$ cat src/design/blm_pkg.sv
`timescale 1ns / 1ps
// Package for the battery level monitor: field widths, register indexes,
// configuration record and the batch record passed from front to back.
// No dependencies.
package blm_pkg;

	localparam int SAMPLE_BITS = 12;
	localparam int SUM_W       = 18;
	localparam int COUNT_W     = 6;
	localparam int FILT_W      = 26;
	localparam int TIME_W      = 32;
	localparam int PCT_W       = 7;
	localparam int WEIGHT_W    = 16;
	localparam int SCALE_W     = 24;
	localparam int IVAL_W      = 16;
	localparam int CFG_IDX_W   = 3;
	localparam int CFG_DATA_W  = 24;
	localparam int QUEUE_DEPTH = 2;
	localparam int QPTR_W      = (QUEUE_DEPTH > 1) ? $clog2(QUEUE_DEPTH) : 1;
	localparam int QCNT_W      = $clog2(QUEUE_DEPTH + 1);

	localparam logic [SUM_W-1:0] SUM_MAX     = {SUM_W{1'b1}};
	localparam logic [PCT_W-1:0] PERCENT_MAX = PCT_W'(100);

	typedef enum logic [CFG_IDX_W-1:0] {
		REG_BATCH_LENGTH  = 3'd0,
		REG_FILTER_WEIGHT = 3'd1,
		REG_INIT_LEVEL    = 3'd2,
		REG_EMPTY_LEVEL   = 3'd3,
		REG_FULL_LEVEL    = 3'd4,
		REG_PERCENT_SCALE = 3'd5,
		REG_REPORT_IVAL   = 3'd6,
		REG_HYSTERESIS    = 3'd7
	} cfg_reg_t;

	typedef struct packed {
		logic [COUNT_W-1:0]  batch_length;
		logic [WEIGHT_W-1:0] filter_weight;
		logic [SUM_W-1:0]    init_level;
		logic [SUM_W-1:0]    empty_level;
		logic [SUM_W-1:0]    full_level;
		logic [SCALE_W-1:0]  percent_scale;
		logic [IVAL_W-1:0]   report_interval_ms;
		logic [PCT_W-1:0]    percent_hysteresis;
	} cfg_t;

	// One finished batch: its sum and the time of its last sample.
	typedef struct packed {
		logic [SUM_W-1:0]  sum;
		logic [TIME_W-1:0] now;
	} batch_t;

endpackage

$ cat src/design/blm_front.sv
`timescale 1ns / 1ps
// Front end: accumulates ADC samples into a batch and pushes each finished
// batch to the queue. Depends on blm_pkg.
module blm_front import blm_pkg::*; (
	input  logic                   clk,
	input  logic                   arst_n,
	input  logic                   in_valid,
	input  logic                   queue_full,
	input  logic [SAMPLE_BITS-1:0] adc_sample,
	input  logic                   sample_ok,
	input  logic [TIME_W-1:0]      now_ms,
	input  logic [COUNT_W-1:0]     batch_length,
	output logic                   in_stall,
	output logic                   push,
	output batch_t                 push_data
);

	logic [SUM_W-1:0]   sum_q;
	logic [COUNT_W-1:0] count_q;
	logic [SUM_W:0]     sum_wide;
	logic [SUM_W-1:0]   sum_next;
	logic [COUNT_W-1:0] count_next;
	logic [COUNT_W-1:0] need;
	logic               accept;
	logic               batch_done;

	assign in_stall = queue_full;
	assign accept   = in_valid && !queue_full;

	always_comb begin
		sum_wide = {1'b0, sum_q} + (SUM_W+1)'(adc_sample);
		if (!sample_ok) begin
			sum_next = sum_q;
		end else if (sum_wide[SUM_W]) begin
			sum_next = SUM_MAX;
		end else begin
			sum_next = sum_wide[SUM_W-1:0];
		end
		count_next = count_q + COUNT_W'(1);
		need       = (batch_length == '0) ? COUNT_W'(1) : batch_length;
		// count wrapping to zero also closes the batch
		batch_done = (count_next == '0) || (count_next >= need);
	end

	assign push           = accept && batch_done;
	assign push_data.sum  = sum_next;
	assign push_data.now  = now_ms;

	always_ff @(posedge clk or negedge arst_n) begin
		if (!arst_n) begin
			sum_q   <= '0;
			count_q <= '0;
		end else if (accept) begin
			if (batch_done) begin
				sum_q   <= '0;
				count_q <= '0;
			end else begin
				sum_q   <= sum_next;
				count_q <= count_next;
			end
		end
	end

endmodule

$ cat src/design/blm_queue.sv
`timescale 1ns / 1ps
// Short queue of finished batches between front and back end.
// Depends on blm_pkg.
module blm_queue import blm_pkg::*; (
	input  logic   clk,
	input  logic   arst_n,
	input  logic   push,
	input  batch_t push_data,
	input  logic   pop,
	output logic   full,
	output logic   empty,
	output batch_t pop_data
);

	batch_t             mem_q [QUEUE_DEPTH];
	logic [QPTR_W-1:0]  wr_ptr_q;
	logic [QPTR_W-1:0]  rd_ptr_q;
	logic [QCNT_W-1:0]  count_q;
	logic               do_push;
	logic               do_pop;

	assign full     = (count_q == QCNT_W'(QUEUE_DEPTH));
	assign empty    = (count_q == '0);
	assign do_push  = push && !full;
	assign do_pop   = pop && !empty;
	assign pop_data = mem_q[rd_ptr_q];

	function automatic logic [QPTR_W-1:0] ptr_inc(input logic [QPTR_W-1:0] p);
		logic [QPTR_W-1:0] r;
		r = (p == QPTR_W'(QUEUE_DEPTH - 1)) ? '0 : p + QPTR_W'(1);
		return r;
	endfunction

	always_ff @(posedge clk) begin
		if (do_push) begin
			mem_q[wr_ptr_q] <= push_data;
		end
	end

	always_ff @(posedge clk or negedge arst_n) begin
		if (!arst_n) begin
			wr_ptr_q <= '0;
			rd_ptr_q <= '0;
			count_q  <= '0;
		end else begin
			if (do_push) begin
				wr_ptr_q <= ptr_inc(wr_ptr_q);
			end
			if (do_pop) begin
				rd_ptr_q <= ptr_inc(rd_ptr_q);
			end
			case ({do_push, do_pop})
				2'b10:   count_q <= count_q + QCNT_W'(1);
				2'b01:   count_q <= count_q - QCNT_W'(1);
				default: count_q <= count_q;
			endcase
		end
	end

endmodule

$ cat src/design/blm_back.sv
`timescale 1ns / 1ps
// Back end: filter update, report timing, percent and hysteresis, output
// register. Depends on blm_pkg.
module blm_back import blm_pkg::*; (
	input  logic              clk,
	input  logic              arst_n,
	input  cfg_t              cfg,
	input  logic              queue_empty,
	input  batch_t            queue_data,
	output logic              pop,
	output logic              out_valid,
	input  logic              out_stall,
	output logic [SUM_W-1:0]  filtered_level,
	output logic [PCT_W-1:0]  shown_percent,
	output logic              reported
);

	typedef enum logic [4:0] {
		ST_IDLE  = 5'b00001,
		ST_MUL   = 5'b00010,
		ST_BLEND = 5'b00100,
		ST_PCT   = 5'b01000,
		ST_DONE  = 5'b10000
	} back_state_t;

	localparam int PA_W = WEIGHT_W + FILT_W;
	localparam int PB_W = WEIGHT_W + 1 + FILT_W;
	localparam int PP_W = FILT_W + SCALE_W;

	back_state_t        state_q;
	batch_t             batch_s1;
	logic [PA_W-1:0]    prod_a_s2;
	logic [PB_W-1:0]    prod_b_s2;
	logic               seed_s2;
	logic [PP_W-1:0]    prod_p_s4;
	logic               below_s4;
	logic               above_s4;
	logic               rep_q;
	logic [FILT_W-1:0]  filt_q;
	logic [TIME_W-1:0]  last_time_q;
	logic [PCT_W-1:0]   shown_q;
	logic               out_valid_q;
	logic [SUM_W-1:0]   out_level_q;
	logic [PCT_W-1:0]   out_pct_q;
	logic               out_rep_q;

	logic [FILT_W-1:0]   sum8;
	logic [WEIGHT_W:0]   inv_weight;
	logic [PB_W:0]       blend_sum;
	logic [TIME_W-1:0]   elapsed;
	logic [FILT_W-1:0]   empty8;
	logic [FILT_W-1:0]   full8;
	logic [PP_W-TIME_W-1:0] pct_raw;
	logic [PCT_W-1:0]    pct;
	logic [PCT_W-1:0]    pct_diff;
	logic [PCT_W-1:0]    shown_next;
	logic                out_free;

	always_comb begin
		sum8       = {batch_s1.sum, 8'd0};
		inv_weight = (WEIGHT_W+1)'(1 << WEIGHT_W) - (WEIGHT_W+1)'(cfg.filter_weight);
		blend_sum  = (PB_W+1)'(prod_a_s2) + (PB_W+1)'(prod_b_s2);
		elapsed    = batch_s1.now - last_time_q;
		empty8     = {cfg.empty_level, 8'd0};
		full8      = {cfg.full_level, 8'd0};
		pct_raw    = prod_p_s4[PP_W-1:TIME_W];
		if (below_s4) begin
			pct = '0;
		end else if (above_s4 || pct_raw > (PP_W-TIME_W)'(PERCENT_MAX)) begin
			pct = PERCENT_MAX;
		end else begin
			pct = pct_raw[PCT_W-1:0];
		end
		pct_diff = (pct > shown_q) ? pct - shown_q : shown_q - pct;
		shown_next = (rep_q && pct_diff >= cfg.percent_hysteresis) ? pct : shown_q;
	end

	assign out_free = !out_valid_q || !out_stall;
	assign pop      = (state_q == ST_IDLE) && !queue_empty;

	always_ff @(posedge clk) begin
		case (state_q)
			ST_IDLE: begin
				batch_s1 <= queue_data;
			end
			ST_MUL: begin
				prod_a_s2 <= PA_W'(cfg.filter_weight) * PA_W'(sum8);
				prod_b_s2 <= PB_W'(inv_weight) * PB_W'(filt_q);
				seed_s2   <= filt_q < {cfg.init_level, 8'd0};
			end
			ST_PCT: begin
				prod_p_s4 <= PP_W'(filt_q - empty8) * PP_W'(cfg.percent_scale);
				below_s4  <= filt_q <= empty8;
				above_s4  <= filt_q >= full8;
			end
			default: begin
			end
		endcase
		if (state_q == ST_DONE && out_free) begin
			out_level_q <= filt_q[FILT_W-1:8];
			out_pct_q   <= shown_next;
			out_rep_q   <= rep_q;
		end
	end

	always_ff @(posedge clk or negedge arst_n) begin
		if (!arst_n) begin
			state_q     <= ST_IDLE;
			filt_q      <= '0;
			last_time_q <= '0;
			shown_q     <= '0;
			rep_q       <= 1'b0;
			out_valid_q <= 1'b0;
		end else begin
			// in ST_DONE the output register is reloaded below instead
			if (out_valid_q && !out_stall && state_q != ST_DONE) begin
				out_valid_q <= 1'b0;
			end
			case (state_q)
				ST_IDLE: begin
					if (!queue_empty) begin
						state_q <= ST_MUL;
					end
				end
				ST_MUL: begin
					state_q <= ST_BLEND;
				end
				ST_BLEND: begin
					filt_q <= seed_s2 ? sum8 : blend_sum[WEIGHT_W +: FILT_W];
					rep_q  <= elapsed > TIME_W'(cfg.report_interval_ms);
					if (elapsed > TIME_W'(cfg.report_interval_ms)) begin
						last_time_q <= batch_s1.now;
					end
					state_q <= ST_PCT;
				end
				ST_PCT: begin
					state_q <= ST_DONE;
				end
				ST_DONE: begin
					if (out_free) begin
						shown_q     <= shown_next;
						out_valid_q <= 1'b1;
						state_q     <= ST_IDLE;
					end
				end
				default: begin
					state_q <= ST_IDLE;
				end
			endcase
		end
	end

	assign out_valid      = out_valid_q;
	assign filtered_level = out_level_q;
	assign shown_percent  = out_pct_q;
	assign reported       = out_rep_q;

endmodule

$ cat src/design/battery_level_monitor.sv
`timescale 1ns / 1ps
// Battery level monitor. The sample that closes a batch passes the queue entry, batch_s1,
// the product registers, filt_q, prod_p_s4 and the output register, waiting while an
// earlier batch or out_stall holds. Throughput: one sample per cycle while the 2-deep
// batch queue has room; the back end takes batches one at a time (dequeue, multiply,
// blend, percent multiply, hysteresis), so short batches fill the queue and raise in_stall.
// Reset returns config to defaults and clears filter, timing and accumulation state.
module battery_level_monitor import blm_pkg::*; (
	input  logic                   clk,
	input  logic                   arst_n,
	input  logic                   in_valid,
	output logic                   in_stall,
	input  logic [SAMPLE_BITS-1:0] adc_sample,
	input  logic                   sample_ok,
	input  logic [TIME_W-1:0]      now_ms,
	output logic                   out_valid,
	input  logic                   out_stall,
	output logic [SUM_W-1:0]       filtered_level,
	output logic [PCT_W-1:0]       shown_percent,
	output logic                   reported,
	input  logic                   cfg_we,
	input  logic [CFG_IDX_W-1:0]   cfg_index,
	input  logic [CFG_DATA_W-1:0]  cfg_data
);

	cfg_t   cfg_q;
	logic   push;
	batch_t push_data;
	logic   pop;
	logic   queue_full;
	logic   queue_empty;
	batch_t pop_data;

	always_ff @(posedge clk or negedge arst_n) begin
		if (!arst_n) begin
			cfg_q.batch_length       <= COUNT_W'(30);
			cfg_q.filter_weight      <= WEIGHT_W'(3277);
			cfg_q.init_level         <= SUM_W'(3384);
			cfg_q.empty_level        <= SUM_W'(32489);
			cfg_q.full_level         <= SUM_W'(41966);
			cfg_q.percent_scale      <= SCALE_W'(177030);
			cfg_q.report_interval_ms <= IVAL_W'(1000);
			cfg_q.percent_hysteresis <= PCT_W'(2);
		end else if (cfg_we) begin
			case (cfg_reg_t'(cfg_index))
				REG_BATCH_LENGTH:  cfg_q.batch_length       <= cfg_data[COUNT_W-1:0];
				REG_FILTER_WEIGHT: cfg_q.filter_weight      <= cfg_data[WEIGHT_W-1:0];
				REG_INIT_LEVEL:    cfg_q.init_level         <= cfg_data[SUM_W-1:0];
				REG_EMPTY_LEVEL:   cfg_q.empty_level        <= cfg_data[SUM_W-1:0];
				REG_FULL_LEVEL:    cfg_q.full_level         <= cfg_data[SUM_W-1:0];
				REG_PERCENT_SCALE: cfg_q.percent_scale      <= cfg_data[SCALE_W-1:0];
				REG_REPORT_IVAL:   cfg_q.report_interval_ms <= cfg_data[IVAL_W-1:0];
				REG_HYSTERESIS:    cfg_q.percent_hysteresis <= cfg_data[PCT_W-1:0];
				default: begin
				end
			endcase
		end
	end

	blm_front u_front (
		.clk          (clk),
		.arst_n       (arst_n),
		.in_valid     (in_valid),
		.queue_full   (queue_full),
		.adc_sample   (adc_sample),
		.sample_ok    (sample_ok),
		.now_ms       (now_ms),
		.batch_length (cfg_q.batch_length),
		.in_stall     (in_stall),
		.push         (push),
		.push_data    (push_data)
	);

	blm_queue u_queue (
		.clk       (clk),
		.arst_n    (arst_n),
		.push      (push),
		.push_data (push_data),
		.pop       (pop),
		.full      (queue_full),
		.empty     (queue_empty),
		.pop_data  (pop_data)
	);

	blm_back u_back (
		.clk            (clk),
		.arst_n         (arst_n),
		.cfg            (cfg_q),
		.queue_empty    (queue_empty),
		.queue_data     (pop_data),
		.pop            (pop),
		.out_valid      (out_valid),
		.out_stall      (out_stall),
		.filtered_level (filtered_level),
		.shown_percent  (shown_percent),
		.reported       (reported)
	);

endmodule

$ cat config.mk
export PLATFORM = sky130hd
export DESIGN_NAME = battery_level_monitor
export DESIGN_NICKNAME = d
export VERILOG_FILES = /design/src/design/blm_pkg.sv /design/src/design/blm_front.sv /design/src/design/blm_queue.sv /design/src/design/blm_back.sv /design/src/design/battery_level_monitor.sv
export SDC_FILE = /design/constraint.sdc
export NUM_CORES = 2
export LEC_CHECK = 0
export BUFFER_PORTS_ARGS = -buffer_cell sky130_fd_sc_hd__buf_4
export CAP_MARGIN = 20
export CORE_AREA = 2 2 373 375
export CTS_CLUSTER_DIAMETER = 100
export DETAILED_ROUTE_END_ITERATION = 7
export DIE_AREA = 0 0 375 377
export PLACE_DENSITY = 0.65
export SLEW_MARGIN = 20
export SYNTH_ARGS = -nofsm -noshare
export SYNTH_HDL_FRONTEND = slang
export SYNTH_SLANG_ARGS = --single-unit
$ cat constraint.sdc
create_clock -name clk -period 20.9 [get_ports clk]
set_input_delay 1.045 -clock clk [delete_from_list [all_inputs] [get_ports clk]]
set_output_delay 1.045 -clock clk [all_outputs]
set_load 0.005 [all_outputs]
==> flow_summary.json <==
{
  "post_drt_via_cell_ratio": 5.39,
  "cp-start-kind": "register",
  "grt_pass1_wl_mm": 278,
  "dr.pass1.iters": 8,
  "reg2reg_to": "u_back.prod_p_s4[49]",
  "routed-via-count": 47100,
  "tightest_slew_ps": 1120,
  "placedCellCount": 8624,
  "place.gp.congestion": 0.883,
  "cts_buffers": 57,
  "fmax_mhz": 93.1,
  "worst_setup_path_end_kind": "register",
  "synth_ff_type": "edfxtp_1",
  "setup_violations": 0,
  "finalWirelength_mm": 169,
  "synth_cell_type_count": 88,
  "ys_ff_latch": 488,
  "maxCapViolCount": 0,
  "hold_viol_final": 0,
  "start_util": 0.500,
  "async_flop_share": 0.457,
  "final_util": 0.536,
  "crit_path_frequent_cell": "fa_1",
  "die_x_um": 375,
  "period_needed_ps": 10740,
  "die_h_um": 377,
  "drc": 0,
  "fp.dieArea_um2": 141000,
  "setup-tns-final_ps": 0,
  "min_period_over_period": 0.514,
  "cp_data_required_time_ps": 21350,
  "syn_avg_cell_area_um2": 9.85,
  "grt_start_max_net_pins": 92,
  "slew_headroom": 0.255,
  "layoutNonFillerInstCount": 8730,
  "core_area_um2": 137000,
  "yosysWarnings": 0,
  "boundaryPins": 105,
  "fillCellCount": 12300,
  "reg2reg_slack_ps": 10160,
  "worstSetupPathType": "register to register",
  "antenna_cells": 0,
  "grt-ovfl-total": 0,
  "grt_usage": 0.249,
  "critPathSlowestCell": "dfrtp_1",
  "outcome": "finished, final reports clean",
  "layout-drive-gt1-share": 0.0859,
  "hold_class": "input port to asynchronous set/reset pin",
  "drtIter0Drc": 2753,
  "synthesis.nets": 8767,
  "final_nets": 8709,
  "path_max_fanout": 24,
  "clkTransAtPathRegs_ps": 60,
  "syn_inst": 6947,
  "rsz0062_at_grt": "false",
  "max_stage_delay_ps": 960,
  "grt_pass1_vias": 51200,
  "ys_seq_area_frac": 0.199,
  "htreeDepth": 2,
  "cts_max_path_buffers": 3,
  "reg2reg_from": "u_back.filt_q[8]",
  "final_max_slew_viol_count": 0,
  "syn_area_um2": 68400,
  "final_cell_mix": "inv_1 (1468), fa_1 (1247), nand2_1 (1037)",
  "hpwl_mm": 127,
  "cts_setup_buffers": 0,
  "finalClockSkew_ps": 104,
  "reg2reg_depth": 40,
  "wl_per_cell_um": 19.3,
  "io_buffer_count": 104,
  "area_growth_syn_to_layout_pct": 7.18,
  "tritoncts": "yes",
  "synth_edf_count": 265,
  "cts-hold-fix-buffers": 0,
  "rows": 136,
  "final_common_cell": "inv_1",
  "cts_resized": 0,
  "antenna_found_initial": 13,
  "ant_nets": 0,
  "worstPathArrival_ps": 11200,
  "worst_skew_pair.late_latency_ps": 710,
  "cts_root_buffer": "clkbuf_16",
  "cts.sinks": 488
}
-- critical path: cells and delay by family (launching register included) --
kind,cells,cell delay (ps)
xor+xnor,2,180
compound gates,16,3400
simple gates,4,610
fa+ha+maj,10,4570
buf+inv,8,790
flops,1,960
-- per-stage QoR --
stage / hold slack [ps] / cell area, um2 / setup WS (ps)
2_1_floorplan: 423 / 68400 / 11750
3_3_place_gp: 465 / 71300 / 10340
3_5_place_dp: 474 / 71300 / 10140
4_1_cts: 368 / 73400 / 10170
5_1_grt: 411 / 73400 / 9470
6_report: 363 / 73400 / 10160
-- cell type report --
type / count / area, um2 / share of cell area
well taps: 1794 / 2240 / 0.0306
inverters: 1470 / 5520 / 0.0752
clock buffers: 61 / 1440 / 0.0196
clock inverters: 45 / 569 / 0.00776
multi-input cells: 4663 / 48400 / 0.660
flip-flops and latches: 488 / 13600 / 0.186
repair buffers: 209 / 1580 / 0.0215
-- cell families after synthesis --
logic type / count (synthesis) / synth area share
multiplexers: 155 / 0.0254
AO/OA/AOI/OAI: 609 / 0.0609
flip-flops: 488 / 0.199
XOR/XNOR: 185 / 0.0237
adder cells (fa/ha/maj): 1743 / 0.455
buffers and inverters: 1796 / 0.0990
AND/OR/NAND/NOR: 1971 / 0.137
-- worst max-delay path by stage --
stage / startpoint / end / slack [ps] / cells after the start
after floorplan: u_back.filt_q[8] / u_back.prod_p_s4[49] / 11750 / 33
after global placement: u_back.filt_q[8] / u_back.prod_p_s4[49] / 10340 / 38
after detailed placement: u_back.filt_q[8] / u_back.prod_p_s4[49] / 10140 / 40
after CTS: u_back.filt_q[8] / u_back.prod_p_s4[49] / 10170 / 40
after global routing: u_back.filt_q[8] / u_back.prod_p_s4[49] / 9470 / 40
final: u_back.filt_q[8] / u_back.prod_p_s4[49] / 10160 / 40
-- synth_stat cells, drive strengths merged (14+ instances only) --
master | n | area share
a21o | 64 | 0.0070
dfrtp | 168 | 0.061
nor2 | 138 | 0.0077
fa | 1247 | 0.36
o22ai | 42 | 0.0066
mux2 | 143 | 0.024
buf | 35 | 0.0024
a21oi | 147 | 0.011
nor3 | 38 | 0.0028
nor2b | 40 | 0.0037
o31ai | 14 | 0.0015
o21ai | 150 | 0.011
xor2 | 53 | 0.0068
nand3 | 43 | 0.0031
nand4 | 20 | 0.0018
and2 | 507 | 0.046
o21a | 30 | 0.0033
nand2b | 69 | 0.0063
nand2 | 1037 | 0.057
and3 | 17 | 0.0016
clkbuf | 291 | 0.016
edfxtp | 265 | 0.12
xnor2 | 132 | 0.017
ha | 496 | 0.091
a211oi | 24 | 0.0027
dfstp | 55 | 0.021
inv | 1470 | 0.081
-- metal layers --
layer / GRT usage / share of wire / wire [um] / vias up
met5: 0 / 0.00046 / 77 / -
met4: 0.0704 / 0.030 / 5040 / 12
met3: 0.0319 / 0.062 / 10400 / 288
met2: 0.414 / 0.48 / 80200 / 1412
met1: 0.345 / 0.43 / 72900 / 24300
li1: - / - / - / 21100
-- registers in the layout (all words and copies together), names as in the netlist, 5 cells and up --
name and flops:
cfg_q 123, u_back.batch_s1 50, u_back.filt_q 26, u_back.filtered_level 18, u_back.last_time_q 32, u_back.prod_a_s2 34, u_back.prod_b_s2 34, u_back.prod_p_s4 18
u_back.shown_percent 7, u_back.shown_q 7, u_back.state_q 5, u_front.count_q 6, u_front.sum_q 18, u_queue.mem_q 100
Power is not shown: default switching activity piles up to over one toggle a cycle in this logic, so the estimate is an artifact.
